[config.mk]
export PLATFORM = sky130hd
export DESIGN_NAME = mm4_cell
export DESIGN_NICKNAME = d
export VERILOG_FILES = /design/src/hw/rtl/assert_macros.svh /design/src/hw/rtl/mm4_pkg.sv /design/src/hw/rtl/mm4_cell.sv
export SDC_FILE = /design/constraint.sdc
export NUM_CORES = 2
export LEC_CHECK = 0
export BUFFER_PORTS_ARGS = -buffer_cell sky130_fd_sc_hd__buf_4
export CAP_MARGIN = 20
export CORE_MARGIN = 1.5
export CORE_UTILIZATION = 59
export CTS_CLUSTER_DIAMETER = 60
export CTS_CLUSTER_SIZE = 40
export DETAILED_ROUTE_END_ITERATION = 10
export GPL_TIMING_DRIVEN = 0
export PLACE_DENSITY = 0.79
export SETUP_SLACK_MARGIN = 0.05
export SLEW_MARGIN = 20
export SYNTH_ARGS = -nofsm -noshare
export SYNTH_HDL_FRONTEND = slang
export SYNTH_SLANG_ARGS = --single-unit
export TNS_END_PERCENT = 5
[constraint.sdc]
create_clock -name clock -period 12.95 [get_ports clock]
set_input_delay 2.59 -clock clock [delete_from_list [all_inputs] [get_ports clock]]
set_output_delay 2.59 -clock clock [all_outputs]
set_load 0.05 [all_outputs]
[src/hw/rtl/assert_macros.svh]
// Assertion macros shared by the RTL of the 4x4 matrix multiply unit.
// Needs a clock named clock and a synchronous active-high reset named reset.
`ifndef ASSERT_MACROS_SVH
`define ASSERT_MACROS_SVH

// Property checked on every rising clock edge outside reset.
`define MM_ASSERT(lbl, prop, msg) \
   lbl: assert property (@(posedge clock) disable iff (reset) (prop)) else $error(msg);

// Property that must hold in the cycle after its trigger.
`define MM_ASSERT_NEXT(lbl, trig, prop, msg) \
   lbl: assert property (@(posedge clock) disable iff (reset) (trig) |=> (prop)) else $error(msg);

`endif

[src/hw/rtl/mm4_pkg.sv]
// Shared types and constants of the 4x4 matrix multiply unit.
// No dependencies.
package mm4_pkg;

   // matrix size and field widths
   localparam int DIM    = 4;
   localparam int IDX_W  = 2;
   localparam int VAL_W  = 32;
   localparam int FRAC_W = 16;
   localparam int PROD_W = 2 * VAL_W;
   localparam int SUM_W  = PROD_W + $clog2(DIM);
   localparam int SH_W   = SUM_W - FRAC_W;
   localparam int CNT_W  = 2 * IDX_W;

   // request action codes
   localparam logic [1:0] ACT_LOAD_A  = 2'd0;
   localparam logic [1:0] ACT_LOAD_B  = 2'd1;
   localparam logic [1:0] ACT_COMPUTE = 2'd2;

   // element write broadcast to all cells
   typedef struct packed {
      logic               ld_a;
      logic               ld_b;
      logic [IDX_W-1:0]   row;
      logic [IDX_W-1:0]   col;
      logic [VAL_W-1:0]   value;
   } load_type;

   // partial sum token passed from cell to cell
   typedef struct packed {
      logic                    vld;
      logic [IDX_W-1:0]        row;
      logic [IDX_W-1:0]        col;
      logic signed [SUM_W-1:0] sum;
   } tok_type;

endpackage

[src/hw/rtl/mm4_cell.sv]
// One cell of the product chain: holds column k of A and row k of B,
// adds A[i][k]*B[k][j] to the passing partial sum. Uses mm4_pkg.
module mm4_cell (
   input  logic                     clock,
   input  logic                     reset,
   input  logic [mm4_pkg::IDX_W-1:0] cell_idx,
   input  logic                     adv,
   input  mm4_pkg::load_type        ld,
   input  mm4_pkg::tok_type         tok_in,
   output mm4_pkg::tok_type         tok_out
);

   logic [mm4_pkg::VAL_W-1:0]        a_col_ff [mm4_pkg::DIM];
   logic [mm4_pkg::VAL_W-1:0]        b_row_ff [mm4_pkg::DIM];
   logic signed [mm4_pkg::PROD_W-1:0] prod_in;
   logic signed [mm4_pkg::PROD_W-1:0] prod_ff;
   mm4_pkg::tok_type                 s1_ff;
   mm4_pkg::tok_type                 s2_in;
   mm4_pkg::tok_type                 s2_ff;

   // element stores, cleared at reset
   always_ff @(posedge clock) begin
      if (reset) begin
         for (int n = 0; n < mm4_pkg::DIM; n++) begin
            a_col_ff[n] <= '0;
            b_row_ff[n] <= '0;
         end
      end else begin
         if (ld.ld_a && ld.col == cell_idx) begin
            a_col_ff[ld.row] <= ld.value;
         end
         if (ld.ld_b && ld.row == cell_idx) begin
            b_row_ff[ld.col] <= ld.value;
         end
      end
   end

   // stage 1: product of the selected pair
   assign prod_in = $signed(a_col_ff[tok_in.row]) * $signed(b_row_ff[tok_in.col]);

   // stage 2: accumulate into the partial sum
   always_comb begin
      s2_in     = s1_ff;
      s2_in.sum = s1_ff.sum + mm4_pkg::SUM_W'(prod_ff);
   end

   always_ff @(posedge clock) begin
      if (reset) begin
         s1_ff.vld <= 1'b0;
         s2_ff.vld <= 1'b0;
      end else if (adv) begin
         s1_ff   <= tok_in;
         prod_ff <= prod_in;
         s2_ff   <= s2_in;
      end
   end

   assign tok_out = s2_ff;

endmodule

# Yosys cells after proc, flatten, opt, wreduce, memory -nomap -nowiden
# Memories as Yosys holds them, arrays and structs flattened.
# Cells that the tools add are included.
# totals
ram_bits	256
in_bits	114
word_cells	35
ff_bits	206
n_memories	2
output_inout_bits	71
# classes
n_reduce_logical	5
n_bitwise	1
n_mux	14
n_eq_ne	2
mul	1
add_sub_neg	1
# mem_list
name	words	width	read_ports	rd_clocked_by_memory_dff	write_ports	line	source
a_col_ff	4	32	1	0	4	mm4_cell.sv:13	logic [mm4_pkg::VAL_W-1:0] a_col_ff [mm4_pkg::DIM];
b_row_ff	4	32	1	0	4	mm4_cell.sv:14	logic [mm4_pkg::VAL_W-1:0] b_row_ff [mm4_pkg::DIM];
# op_table
operator	count
66-bit by 64-bit adder with 66-bit output	1
32-bit by 32-bit multiplier with 64-bit output	1
32-bit 2-to-1 mux	2
32-bit OR reduction	2
1-bit 2-to-1 mux	10
2-bit equality test	2
2-bit 2-to-1 mux	2
1-bit logical AND	2
2-bit AND reduction	1
1-bit inverter	1

# Depth between registers and ports, before layout
# depth
word_depth	7
ltp_mapped	35
ltp_nobuf	31

# Least setup slack after synthesis
# Ideal clock, no wire load.
# synth_path
kind	input port to flip-flop
from	input port reset
to	register prod_ff[0] in the netlist's numbering, enable pin
t_arrival_ns	11.696
setup_ns	0.791
stages	2
required_time_ns	12.159
path_slack_ns	0.463
path_buffers	1
cell_sequence	clkbuf_1 nor2b_1
# synth_via
elab_chain_cells	2
# synth_rtl
item	line	source
start, declared	mm4_cell.sv:5	input logic reset,
1-bit inverter (no line)	-	
2-bit AND reduction (no line)	-	
end signal, assigned	mm4_cell.sv:53	prod_ff <= prod_in;
end, declared	mm4_cell.sv:16	logic signed [mm4_pkg::PROD_W-1:0] prod_ff;
# No other way between the ends.
# A chain may end at the register's enable or synchronous reset.

# Final worst setup path
# layout_path
from	input port tok_in[69] in the netlist's numbering
to	register prod_ff[42] in the netlist's numbering (data pin)
# layout_via
elab_chain_cells	2
# layout_rtl
item	line	source
start, declared	mm4_cell.sv:9	input mm4_pkg::tok_type tok_in,
memory read 4 x 32 bit	-	
32-bit by 32-bit multiplier with 64-bit output	mm4_cell.sv:39	assign prod_in = $signed(a_col_ff[tok_in.row]) * $signed(b_row_ff[tok_in.col]);
named net prod_in (one bit)	mm4_cell.sv:15	logic signed [mm4_pkg::PROD_W-1:0] prod_in;
# The timed path passes the listed nets, and every way through them passes these cells.

==> qor.txt <==
Full die area: 98000 µm²
Most frequent CP cell: fa_1
Clock Latency Late Sink: 0.68 ns
Hold_buf cts: 0
H-Tree Depth: 2
Critical Path RT: 13.35 ns
Commonest cells in the netlist: 1083 x fa_1, 1038 x inv_1, 639 x nand2_1
CP endpoint kind: flip-flop
Synthesized Nets: 6950
Initial core utilization: 0.596
Number of fill cells in the layout: 7576
Compound-gate portion of the synthesized area: 0.0583
RR Startpoint: a_col_ff[2][31]
Drt drc: 0
# port buffers: 183
Synth Area in Adders: 0.437
Final Non-Filler Cells: 7054
Ranking of synthesized cells by area: fa_1 38%, edfxtp_1 24%, inv_1 6.9%
Core region area: 95200 µm²
Initial DRC count: 4283
Hold Crit Class: reg -> reg
Async S/R FF share, synth: 0
CTS root buf: clkbuf_16
Synth Area in Simple Gates: 0.127
Pre-antenna DRT Iters: 6
Routed vias: 41700
Placed Instances: 6972
Netlist cell types: 79
Worst Path Arrival: 13.16 ns
R2r endpoint: prod_ff[62]
Share of post-route cells with drive strength above 1: 0.0851
Final count of pins violating max slew: 0
Largest family of logic cells by synthesized area: adder cells
Gr usage total: 0.395
Post CTS Setup Buffer Count: 0
Ports: 185
Post-synthesis xor/xnor area fraction: 0.0213
Hold Crit Depth: 0
Worst-path clk slew: 0.09 ns
P&R area growth vs syn: 9.18%
Util after Layout: 0.651
Die height: 313 µm
Final period util: 0.986
Final Net Count: 7193
Yosys top cell by area: fa_1
Num rows: 113
Register area share after synthesis: 0.244
R2r setup slk: 2.45 ns
Final GP Congestion: 1.07
Cts bufs inserted: 45
Final-report hold violation count: 0
Post-Synthesis Cells: 5504
Critical path startpoint category: input port
R2R cell count: 28
Unrepaired setup endpoints after global routing: yes
Max-cap violations: 0
Worst-Margin Slew: 1.28 ns
Post-DRT Antenna Nets: 0
Clk sinks: 462
WL/cell: 26.5 µm
Syn Area/Cell: 10.3 µm²
Initial antenna violation count: 11
CTS tree: built
Critical path class: in -> reg
Post-synthesis mux area share: 0.0248
Post-Synthesis Cell Area: 56700 µm²
Maximum buffer depth of the clock tree: 3
# setup viols final: 0
Hold slack: 0.430 ns
Largest net degree at the start of global routing: 33
Vias/cell: 5.91
Crit path from: tok_in[69]
Most common cell in the netlist: fa_1
#FFs+latches synth: 462
Gr ovfl total: 0
Vias in the first global route: 44200
Setup TNS: 0 ns
Yosys top cell area share: 0.382
Ys Warns: 0
Final WL: 187 mm
Slowest CP cell: a2111oi_1
Largest stage delay, worst path: 0.71 ns
Slew headroom: 0.148
Post-DP HPWL: 154 mm
Outcome: finished, final reports clean
Number of synthesized flops with an enable pin: 460
Synth Flop Type: edfxtp_1
Post-layout min period: 12.77 ns
Maximum clock rate: 0.0783 GHz
Crit Path Max Fanout: 10
Global-route wire length before repair: 278 mm
Hold EP: tok_out[66]
Hold path start: s1_ff[66]
Die width: 313 µm
Clock Skew: 0.0746 ns
[state kept, by name, summed over array words and instances, names as in the netlist]
name and cells:
b_row_ff 128, prod_ff 64, tok_out 71, s1_ff 71, a_col_ff 128
[worst max-delay path by stage]
stage	slack, ns	endpoint
floorplan	0.46	prod_ff[0]
global placement	-4.11	s1_ff[31]
detailed placement	-1.69	prod_ff[47]
CTS	0.01	prod_ff[47]
global route	0.02	prod_ff[47]
finish	0.18	prod_ff[42]
[per-stage QoR]
step / instance area [µm²] / setup slack (ns)
2_1_floorplan: 56700 / 0.463
3_3_place_gp: 59700 / -4.11
3_5_place_dp: 60100 / -1.69
4_1_cts: 61800 / 0.0139
5_1_grt: 61900 / 0.0176
6_report: 61900 / 0.183
[final cells by class]
type	count	area, µm²	area share
timing repair buffer	204	1690	0.0272
tap	1265	1580	0.0256
clock inverter	38	546	0.00881
multi-input combinational	3741	38100	0.616
buffer	255	1050	0.0170
inverter	1038	3900	0.0629
clock buffer	46	1130	0.0183
antenna	5	12.5	0.000202
sequential	462	13900	0.224
[critical path: cells and delay by family]
kind                     cells  cell delay (ns)
multiplexers                 1             0.44
buffers and inverters        8             1.71
AO/OA/AOI/OAI                8             3.52
AND/OR/NAND/NOR              3             0.44
adder cells (fa/ha/maj)      9             4.41
[repair_timing]
item	in CTS	in global routing
pin swaps	0	0
gates resized for setup	20	95
setup endpoints to repair	28	22
[metal layers]
| metal | vias up | global-route usage | share of wire |
|---|---|---|---|
| met4 | 6 | 0.261 | 0.081 |
| li1 | 17500 | - | - |
| met2 | 2365 | 0.616 | 0.45 |
| met5 | - | 0 | 0.00022 |
| met1 | 21200 | 0.499 | 0.36 |
| met3 | 632 | 0.0866 | 0.10 |
[layout by cell type (no fill, tap or decap), drive strengths merged, types with 20 or more instances in the layout]
master / n
xor2: 40
o21bai: 24
ha: 249
nand3: 32
nand2: 639
o21a: 58
nand4: 23
o21ai: 120
mux2i: 57
fa: 1083
nand2b: 20
nor2: 571
edfxtp: 460
mux2: 54
a21o: 61
buf: 228
clkbuf: 277
and2: 291
xnor2: 98
a21oi: 146
inv: 1052
[logic make-up (layout without fill, tap and decap cells)]
kind of cell,count (synthesis),in the layout
multiplexers,121,121
adder cells (fa/ha/maj),1332,1332
buffers and inverters,1301,1581
AND/OR/NAND/NOR,1642,1642
XOR/XNOR,138,138
other,0,5
flip-flops,462,462
AO/OA/AOI/OAI,508,508
Power is not shown: default switching activity piles up to over one toggle a cycle in this logic, so the estimate is an artifact.
