`config.mk`:
```
export PLATFORM = sky130hd
export DESIGN_NAME = mm4_sat
export DESIGN_NICKNAME = d
export VERILOG_FILES = /design/src/hw/rtl/assert_macros.svh /design/src/hw/rtl/mm4_pkg.sv /design/src/hw/rtl/mm4_sat.sv
export SDC_FILE = /design/constraint.sdc
export NUM_CORES = 1
export LEC_CHECK = 0
export BUFFER_PORTS_ARGS = -buffer_cell sky130_fd_sc_hd__buf_2
export CAP_MARGIN = 10
export CORE_ASPECT_RATIO = 1.2
export CORE_MARGIN = 4
export CORE_UTILIZATION = 35
export CTS_CLUSTER_SIZE = 24
export DETAILED_ROUTE_END_ITERATION = 16
export GPL_ROUTABILITY_DRIVEN = 1
export MAX_ROUTING_LAYER = met4
export PLACE_DENSITY = 0.73
export SETUP_SLACK_MARGIN = 0.3
export SLEW_MARGIN = 20
export SYNTH_ARGS = -nofsm -noshare
export SYNTH_HDL_FRONTEND = slang
export SYNTH_SLANG_ARGS = --single-unit
```
`constraint.sdc`:
```
create_clock -name clock -period 2.8 [get_ports clock]
set_input_delay 0.28 -clock clock [delete_from_list [all_inputs] [get_ports clock]]
set_output_delay 0.28 -clock clock [all_outputs]
set_load 0.05 [all_outputs]
```
`src/hw/rtl/assert_macros.svh`:
```
// Assertion macros shared by the RTL of the 4x4 matrix multiply unit.
// Needs a clock named clock and a synchronous active-high reset named reset.
`ifndef ASSERT_MACROS_SVH
`define ASSERT_MACROS_SVH

// Property checked on every rising clock edge outside reset.
`define MM_ASSERT(lbl, prop, msg) \
   lbl: assert property (@(posedge clock) disable iff (reset) (prop)) else $error(msg);

// Property that must hold in the cycle after its trigger.
`define MM_ASSERT_NEXT(lbl, trig, prop, msg) \
   lbl: assert property (@(posedge clock) disable iff (reset) (trig) |=> (prop)) else $error(msg);

`endif

```
`src/hw/rtl/mm4_pkg.sv`:
```
// Shared types and constants of the 4x4 matrix multiply unit.
// No dependencies.
package mm4_pkg;

   // matrix size and field widths
   localparam int DIM    = 4;
   localparam int IDX_W  = 2;
   localparam int VAL_W  = 32;
   localparam int FRAC_W = 16;
   localparam int PROD_W = 2 * VAL_W;
   localparam int SUM_W  = PROD_W + $clog2(DIM);
   localparam int SH_W   = SUM_W - FRAC_W;
   localparam int CNT_W  = 2 * IDX_W;

   // request action codes
   localparam logic [1:0] ACT_LOAD_A  = 2'd0;
   localparam logic [1:0] ACT_LOAD_B  = 2'd1;
   localparam logic [1:0] ACT_COMPUTE = 2'd2;

   // element write broadcast to all cells
   typedef struct packed {
      logic               ld_a;
      logic               ld_b;
      logic [IDX_W-1:0]   row;
      logic [IDX_W-1:0]   col;
      logic [VAL_W-1:0]   value;
   } load_type;

   // partial sum token passed from cell to cell
   typedef struct packed {
      logic                    vld;
      logic [IDX_W-1:0]        row;
      logic [IDX_W-1:0]        col;
      logic signed [SUM_W-1:0] sum;
   } tok_type;

endpackage

```
`src/hw/rtl/mm4_sat.sv`:
```
// Output stage: scales the chain's sum back to Q16.16, saturates and
// holds the response register. Uses mm4_pkg.
module mm4_sat (
   input  logic                             clock,
   input  logic                             reset,
   input  mm4_pkg::tok_type                 tok_in,
   output logic                             adv,
   output logic                             rsp_valid,
   input  logic                             rsp_stall,
   output logic [mm4_pkg::IDX_W-1:0]         rsp_out_row,
   output logic [mm4_pkg::IDX_W-1:0]         rsp_out_col,
   output logic signed [mm4_pkg::VAL_W-1:0]  rsp_product_value,
   output logic                             rsp_saturated,
   output logic                             rsp_last
);

   localparam logic [mm4_pkg::VAL_W-1:0] MAX_VAL = {1'b0, {(mm4_pkg::VAL_W-1){1'b1}}};
   localparam logic [mm4_pkg::VAL_W-1:0] MIN_VAL = {1'b1, {(mm4_pkg::VAL_W-1){1'b0}}};

   logic [mm4_pkg::SH_W-1:0]               shifted;
   logic [mm4_pkg::SH_W-mm4_pkg::VAL_W:0]  top_bits;
   logic                                  sat_in;
   logic [mm4_pkg::VAL_W-1:0]              val_in;
   logic                                  last_in;
   logic                                  valid_ff;
   logic [mm4_pkg::IDX_W-1:0]              row_ff;
   logic [mm4_pkg::IDX_W-1:0]              col_ff;
   logic [mm4_pkg::VAL_W-1:0]              val_ff;
   logic                                  sat_ff;
   logic                                  last_ff;

   // whole chain moves unless a response is held back
   assign adv = !(valid_ff && rsp_stall);

   // floor shift, then clip to the 32-bit signed range
   assign shifted  = tok_in.sum[mm4_pkg::SUM_W-1:mm4_pkg::FRAC_W];
   assign top_bits = shifted[mm4_pkg::SH_W-1:mm4_pkg::VAL_W-1];
   assign sat_in   = !((&top_bits) || !(|top_bits));
   assign val_in   = sat_in ? (shifted[mm4_pkg::SH_W-1] ? MIN_VAL : MAX_VAL)
                            : shifted[mm4_pkg::VAL_W-1:0];
   assign last_in  = (tok_in.row == mm4_pkg::IDX_W'(mm4_pkg::DIM - 1)) &&
                     (tok_in.col == mm4_pkg::IDX_W'(mm4_pkg::DIM - 1));

   // response register
   always_ff @(posedge clock) begin
      if (reset) begin
         valid_ff <= 1'b0;
      end else if (adv) begin
         valid_ff <= tok_in.vld;
         row_ff   <= tok_in.row;
         col_ff   <= tok_in.col;
         val_ff   <= val_in;
         sat_ff   <= sat_in;
         last_ff  <= last_in;
      end
   end

   assign rsp_valid         = valid_ff;
   assign rsp_out_row       = row_ff;
   assign rsp_out_col       = col_ff;
   assign rsp_product_value = val_ff;
   assign rsp_saturated     = sat_ff;
   assign rsp_last          = last_ff;

endmodule
```
### Word-level counts from Yosys, hierarchy flattened

Cells that the tools add are included.

| operators by class | value |
|---|---|
| eq/ne operators | 2 |
| muxes and demuxes | 2 |
| bitwise logic cells | 2 |
| reductions and logical operators | 9 |

Operator list:

| cell | count |
|---|---|
| 2-to-1 mux 32 bit | 2 |
| AND reduction 19 bit | 1 |
| OR reduction 19 bit | 1 |
| == test 2 bit, second input constant | 2 |
| logical NOT 1 bit | 3 |
| logical AND 1 bit | 2 |
| inverter 1 bit | 2 |
| AND reduction 2 bit | 1 |
| logical OR 1 bit | 1 |

| storage, ports and cells | value |
|---|---|
| register bits | 39 |
| input bits | 74 |
| logic and storage cells | 21 |

### Depth between registers and ports, before layout

Gate-level depths: netlist of the first run.

| logic depth | value |
|---|---|
| word-level depth | 4 |
| depth in mapped cells | 6 |
| depth with buffers taken out | 5 |

### Worst setup path before layout of the first run

Ideal clock, no wire load.

| path | value |
|---|---|
| path type | flip-flop to flip-flop |
| start point | reg valid_ff (netlist: rsp_valid) |
| end point | reg last_ff (netlist: rsp_last), enable pin |
| setup time | 0.446 ns |
| data arrival time | 2.415 ns |
| path slack | -0.061 ns |
| stages on the path, launching flop included | 2 |
| period minus slack after synthesis | 2.861 ns |
| path through | dfxtp_1 -> a21oi_1 |

| between the ends | value |
|---|---|
| word-level cells in the longest chain between the ends | 3 |

RTL lines:

| item | line | source |
|---|---|---|
| from (decl) | mm4_sat.sv:25 | `logic valid_ff;` |
| from (signal assigned) | mm4_sat.sv:49 | `valid_ff <= tok_in.vld;` |
| logical AND 1 bit | mm4_sat.sv:33 | `assign adv = !(valid_ff && rsp_stall);` |
| inverter 1 bit (no line) | -- |  |
| AND reduction 2 bit (no line) | -- |  |
| to (signal assigned) | mm4_sat.sv:54 | `last_ff <= last_in;` |
| to (decl) | mm4_sat.sv:30 | `logic last_ff;` |

Every way passes these cells.
A chain may end at the register's enable or synchronous reset.

### Final worst setup path of the first run

| path | value |
|---|---|
| start point | in tok_in[59] (netlist bit) |
| end point | reg val_ff, in the netlist rsp_product_value[22] (data pin) |

| between the ends | value |
|---|---|
| word-level cells in the longest chain between the ends | 4 |

RTL lines:

| item | line | source |
|---|---|---|
| from (decl) | mm4_sat.sv:6 | `input mm4_pkg::tok_type tok_in,` |
| OR reduction 19 bit | mm4_sat.sv:38 | `assign sat_in = !((&top_bits) \|\| !(\|top_bits));` |
| logical NOT 1 bit | mm4_sat.sv:38 |  |
| logical OR 1 bit (*) | mm4_sat.sv:38 |  |
| 2-to-1 mux 32 bit (*) | mm4_sat.sv:39 | `assign val_in = sat_in ? (shifted[mm4_pkg::SH_W-1] ? MIN_VAL : MAX_VAL)` |
| via val_in (one bit) | mm4_sat.sv:23 | `logic [mm4_pkg::VAL_W-1:0] val_in;` |
| to (signal assigned) | mm4_sat.sv:52 | `val_ff <= val_in;` |
| to (decl) | mm4_sat.sv:28 | `logic [mm4_pkg::VAL_W-1:0] val_ff;` |

Mark *: on every way through the listed nets, which the timed path passes. The rest lies on a longest branch.

==> flow_summary.yaml, run 1 <==
setup_path:
  r2r-start: "rsp_valid$_SDFFE_PP0N_"
  cpPeakStageDelay_ns: 0.60
  r2r_end: "rsp_product_value[1]$_DFFE_PP_"
  end_kind: "register"
  cp_data_arrival_time_ns: 1.98
  reg2regPathDepth: 2
  cp_cell_sequence: "buf_2 > nor4_1 > nand4_1 > nor4_2 > a31o_2 > a21o_2"
  startpoint_type: "input port"
  cp.required_ns: 2.96
  critPathKind: "in -> reg"
  slowest_stage: "a31o_2"
  setup.reg_to_reg.worst_slack_ns: 1.52
  crit_fanout: 32
floorplan:
  die_w_um: 70.4
  die_h_um: 82.9
  initial_utilization_pct: 35.9
  core_sq_um: 4560
  dieArea_sq_um: 5840
  io_pins: 114
  num_rows: 27
global_routing:
  grt_pass1_vias: 1288
  grt_max_degree: 39
  grt_pass1_wl_um: 5850
  grt-ovfl-total: 0
  track_usage_pct: 13.0
  grt_antenna_before_repair: 0
clocking:
  cts-htree-levels: 2
  cts_tree: "built"
  cts_sinks: 39
  postCtsSetupBuffers: 0
  cts_made_buffers: 5
  ctsResizeCount: 0
  root_buffer: "clkbuf_8"
  clock_latency_ns: 0.29
  clk_pin_slew_ns: 0.08
  ctsLongestPathBuffers: 2
  hold_buffers: 0
finish:
  final_common_cell: "buf_2"
  fillers: 434
  drive_gt1_share_pct: 70.7
  fin_nets: 271
  area_growth_pct: 38.9
  diodes: 0
  final_cell_mix: "97 x buf_2, 38 x edfxtp_1, 29 x a21o_2"
  seq_area_sq_um: 1160
  multiInputGateArea_sq_um: 424
route:
  drt_wl_total_um: 3680
  ant_nets: 0
  vias_per_cell: 4.86
  wl_per_cell_um: 14.4
  detail_route.iter0.violations: 38
  drc: 0
  dr.pass1.iters: 4
  via_count: 1243
sta:
  finalSetupTns_ns: 0
  finalClockSkew_ns: 0.00476
  tightest_slew_ns: 0.651
  finalHoldViolations: 0
  fin_crit_ns: 1.82
  slew_headroom_pct: 56.6
  final_max_slew_viol_count: 0
  setup_violations: 0
  timing.fmax_mhz: 550
  min_period_over_period_pct: 64.9
  rsz0062_at_grt: "no"
placement:
  dp_hpwl_um: 2690
  globalplace.congestion: 0.739
  port_buffers: 97
synth:
  synth_top_family_by_area: "compound AO/OA/AOI/OAI gates"
  synth-simple-area-share_pct: 6.04
  synthAdderAreaFrac_pct: 0
  synth_nets: 172
  ys_seq_area_share_pct: 70.9
  synth_compound_area_share_pct: 18.5
  ys_ff_latch: 39
  netlist_area_sq_um: 1640
  ys_types: 17
  synth_xor_area_share_pct: 0
  synth.area.mux_share_pct: 0
  syn_inst: 98
  yosysWarnings: 0
  syn_area_per_cell_sq_um: 16.7
pwr:
  p_sw_mw: 0.380
  p_per_area_nw_per_um2: 614
  swShare_pct: 27.2
  p_clk_share_pct: 33.2
  peakVddDrop_uv: 257
  pwr-share-seq_pct: 49.2
  internal_power_mw: 1.02
  p_comb_share_pct: 17.6
  totalPowerFinal_mw: 1.40
  p_leak_nw: 1.04
hold_path:
  worstHoldEndpoint: "rsp_out_row[0]$_DFFE_PP_"
  hp-start: "tok_in[68]"
  hold_class: "in -> reg"
  hold_path_depth: 1
status:
  status: "finished, final reports clean"
flow_run:
  cap_violations: 0
## state kept, by name (all words and copies together) (netlist names)
| register | count |
|---|---|
| rsp_last | 1 |
| rsp_product_value | 32 |
| rsp_valid | 1 |
| rsp_out_row | 2 |
| rsp_saturated | 1 |
| rsp_out_col | 2 |
## worst max-delay path: cells and delay by family
kind	cells	cell delay (ns)
AND/OR/NAND/NOR	3	0.75
buffers and inverters	1	0.10
AO/OA/AOI/OAI	2	0.83
## cell families (layout without fill, tap and decap cells)
logic type             Yosys count  in the layout
AO/OA/AOI/OAI                   35             35
buffers and inverters            8            108
flip-flops                      39             39
AND/OR/NAND/NOR                 16             16
## synthesized netlist by cell type
cell type | instances | area (sq um)
a311oi_2 | 1 | 15.0
nand2_1 | 1 | 3.75
nor4_2 | 1 | 12.5
and3_1 | 1 | 6.26
a31o_2 | 1 | 8.76
a21o_1 | 2 | 15.0
edfxtp_1 | 38 | 1140
nor2_1 | 3 | 11.3
and4_1 | 1 | 8.76
a21o_2 | 29 | 254
clkbuf_1 | 1 | 3.75
a21oi_1 | 2 | 10.0
nand4_1 | 5 | 31.3
inv_1 | 1 | 3.75
buf_6 | 6 | 67.6
dfxtp_1 | 1 | 20.0
nor4_1 | 4 | 25.0
## worst max path at each step
stage	slack, ns	start	end	depth (start not counted)
global placement	0.69	tok_in[59]	rsp_product_value[10]$_DFFE_PP_	6
detailed placement	0.65	tok_in[59]	rsp_product_value[25]$_DFFE_PP_	6
global route	0.75	tok_in[59]	rsp_saturated$_DFFE_PP_	6
floorplan	0.68	rsp_valid$_SDFFE_PP0N_	rsp_last$_DFFE_PP_	1
finish	0.98	tok_in[59]	rsp_product_value[22]$_DFFE_PP_	6
CTS	0.95	tok_in[59]	rsp_product_value[25]$_DFFE_PP_	6
## metrics by stage
step	utilization (%)	instances	hold slack [ns]	area, sq um	setup WS, ns
6_report	49.9	256	0.183	2270	0.982
5_1_grt	49.9	256	0.170	2270	0.751
4_1_cts	49.9	256	0.173	2270	0.950
3_5_place_dp	47.4	248	0.483	2160	0.651
3_3_place_gp	47.4	248	0.475	2160	0.693
2_1_floorplan	-	98	0.352	1640	0.679
## per-layer routing
layer	track usage, %	wire, um
met5	-	0
met4	6.79	80
met3	3.63	341
met2	21.4	1760
met1	14.2	1490
## area by class of cell
type	instances	area share (%)
Clock buffer	5	3.03
Clock inverter	3	1.93
Inverter	1	0.165
Multi-Input combinational cell	51	18.6
Sequential cell	39	51.0
Tap cell	58	3.19
Timing Repair Buffer	99	22.0
## power groups by stage
| stage | sequential (mW) | combinational (mW) | clock [mW] |
|---|---|---|---|
| floorplan | 0.818 | 0.0475 | 0 |
| global placement | 0.700 | 0.244 | 0 |
| detailed placement | 0.701 | 0.248 | 0 |
| CTS | 0.688 | 0.248 | 0.484 |
| global route | 0.690 | 0.260 | 0.509 |
| finish | 0.687 | 0.246 | 0.464 |
Power figures use the tool's default switching activity.
==> inputs of run 2 (changes only) <==
==> constraint.sdc (replaced) <==
create_clock -name clock -period 1.65 [get_ports clock]
set_input_delay 0.165 -clock clock [delete_from_list [all_inputs] [get_ports clock]]
set_output_delay 0.165 -clock clock [all_outputs]
set_load 0.05 [all_outputs]
==> flow_summary.yaml, run 2 (same netlist as run 1, synthesis figures left out) <==
route:
  drt_wl_total_um: 3990
  dr.pass1.iters: 4
  vias_per_cell: 4.69
  via_count: 1237
  drc: 0
  detail_route.iter0.violations: 136
  wl_per_cell_um: 15.1
  ant_nets: 0
placement:
  placed_area_sq_um: 2320
  port_buffers: 97
  dp_slack_ns: -0.0778
  globalplace.congestion: 0.764
  dp_hpwl_um: 2930
global_routing:
  grt_antenna_before_repair: 0
  grt_max_degree: 39
  grt-ovfl-total: 0
  grt_pass1_wl_um: 6130
  track_usage_pct: 13.6
  grt_pass1_vias: 1272
sta:
  finalSetupTns_ns: 0
  slew_headroom_pct: 70.6
  timing.fmax_mhz: 708
  tightest_slew_ns: 0.440
  finalHoldViolations: 0
  finalClockSkew_ns: 0.00385
  setup_violations: 0
  final_max_slew_viol_count: 0
  min_period_over_period_pct: 85.6
  rsz0062_at_grt: "yes"
  fin_crit_ns: 1.41
  hold_slack_ns: 0.0709
  final.setup.worst_slack_ns: 0.238
setup_path:
  slowest_stage: "nor4_4"
  cp_cell_sequence: "buf_2 > nor4_4 > nand4_1 > nor4_2 > buf_4 > a311oi_4 > buf_12 > a21o_2"
  startpoint_type: "input port"
  cpPeakStageDelay_ns: 0.26
  cp_data_arrival_time_ns: 1.45
  cp.required_ns: 1.69
  critPathKind: "in -> reg"
  path_buf_inv: 3
  end_kind: "register"
  critPathTopFamily: "simple AND/OR/NAND/NOR gates"
  crit_fanout: 15
clocking:
  cts_made_buffers: 5
  cts_sinks: 39
  cts-htree-levels: 2
  cts_tree: "built"
  root_buffer: "clkbuf_8"
  clk_pin_slew_ns: 0.07
  clock_latency_ns: 0.28
  ctsLongestPathBuffers: 2
floorplan:
  die_h_um: 82.9
  dieArea_sq_um: 5840
  die_w_um: 70.4
  io_pins: 114
  num_rows: 27
  initial_utilization_pct: 35.9
  core_sq_um: 4560
pwr:
  peakVddDrop_uv: 423
  p_leak_nw: 1.13
  p_per_area_nw_per_um2: 934
  totalPowerFinal_mw: 2.41
finish:
  fin_area_sq_um: 2580
  largest_reg_flops: 32
  final_cell_mix: "91 x buf_2, 38 x edfxtp_1, 18 x a21o_2"
  final_common_cell: "buf_2"
  fin_nets: 279
  area_growth_pct: 57.5
  drive_gt1_share_pct: 74.3
  diodes: 0
status:
  status: "finished, final reports clean"
flow_run:
  cap_violations: 0
hold_path:
  hold_class: "in -> reg"
==> run 2: cell count changes in the layout (fill, tap and decap cells not counted), sizes merged <==
cell / delta
buf: +7
clkbuf: +1
==> run 2: layout make-up <==
class / instances / area (sq um)
clock buffer: 5 / 68.8
clock inverter: 3 / 38.8
fill: 371 / 1980
inverter: 1 / 3.75
multi-input combinational: 51 / 553
sequential: 39 / 1160
tap: 58 / 72.6
timing repair buffer: 107 / 678
==> run 2: final timing paths <==
check | startpoint | end | slack (ns) | depth (start not counted)
hold / removal | tok_in[68] | rsp_out_row[0]$_DFFE_PP_ | 0.07 | 1
setup reg to reg | rsp_valid$_SDFFE_PP0N_ | rsp_product_value[10]$_DFFE_PP_ | 0.56 | 2
hold reg to reg | rsp_valid$_SDFFE_PP0N_ | rsp_valid$_SDFFE_PP0N_ | 0.54 | 2
setup / recovery | tok_in[54] | rsp_product_value[13]$_DFFE_PP_ | 0.24 | 8
==> run 2: power breakdown <==
| group | switching, mW | internal (mW) | leakage (nW) | total (mW) |
|---|---|---|---|---|
| registers | 0.0144 | 1.15 | 0.375 | 1.17 |
| logic | 0.315 | 0.167 | 0.704 | 0.482 |
| clock network | 0.318 | 0.442 | 0.0556 | 0.760 |
==> run 2: through the flow <==
stage,util [%],cells
after floorplan,-,98
after global placement,50.8,255
after detailed placement,50.8,255
after CTS,53.3,263
after global routing,56.6,264
final,56.6,264
==> run 2: layer usage <==
metal | up-vias | share of wire (%) | GRT usage [%]
li1 | 604 | - | -
met1 | 566 | 37 | 14.2
met2 | 61 | 53 | 23.9
met3 | 6 | 9.2 | 4.96
met4 | 0 | 1.1 | 3.66
met5 | - | 0 | -
==> run 2: repair_timing <==
item	4_1_cts	5_1_grt
cloned	0	1
gates resized for setup	1	25
setup endpoints to repair	31	32
setup buffers	0	0
pin swaps	0	1
hold buffers	0	0
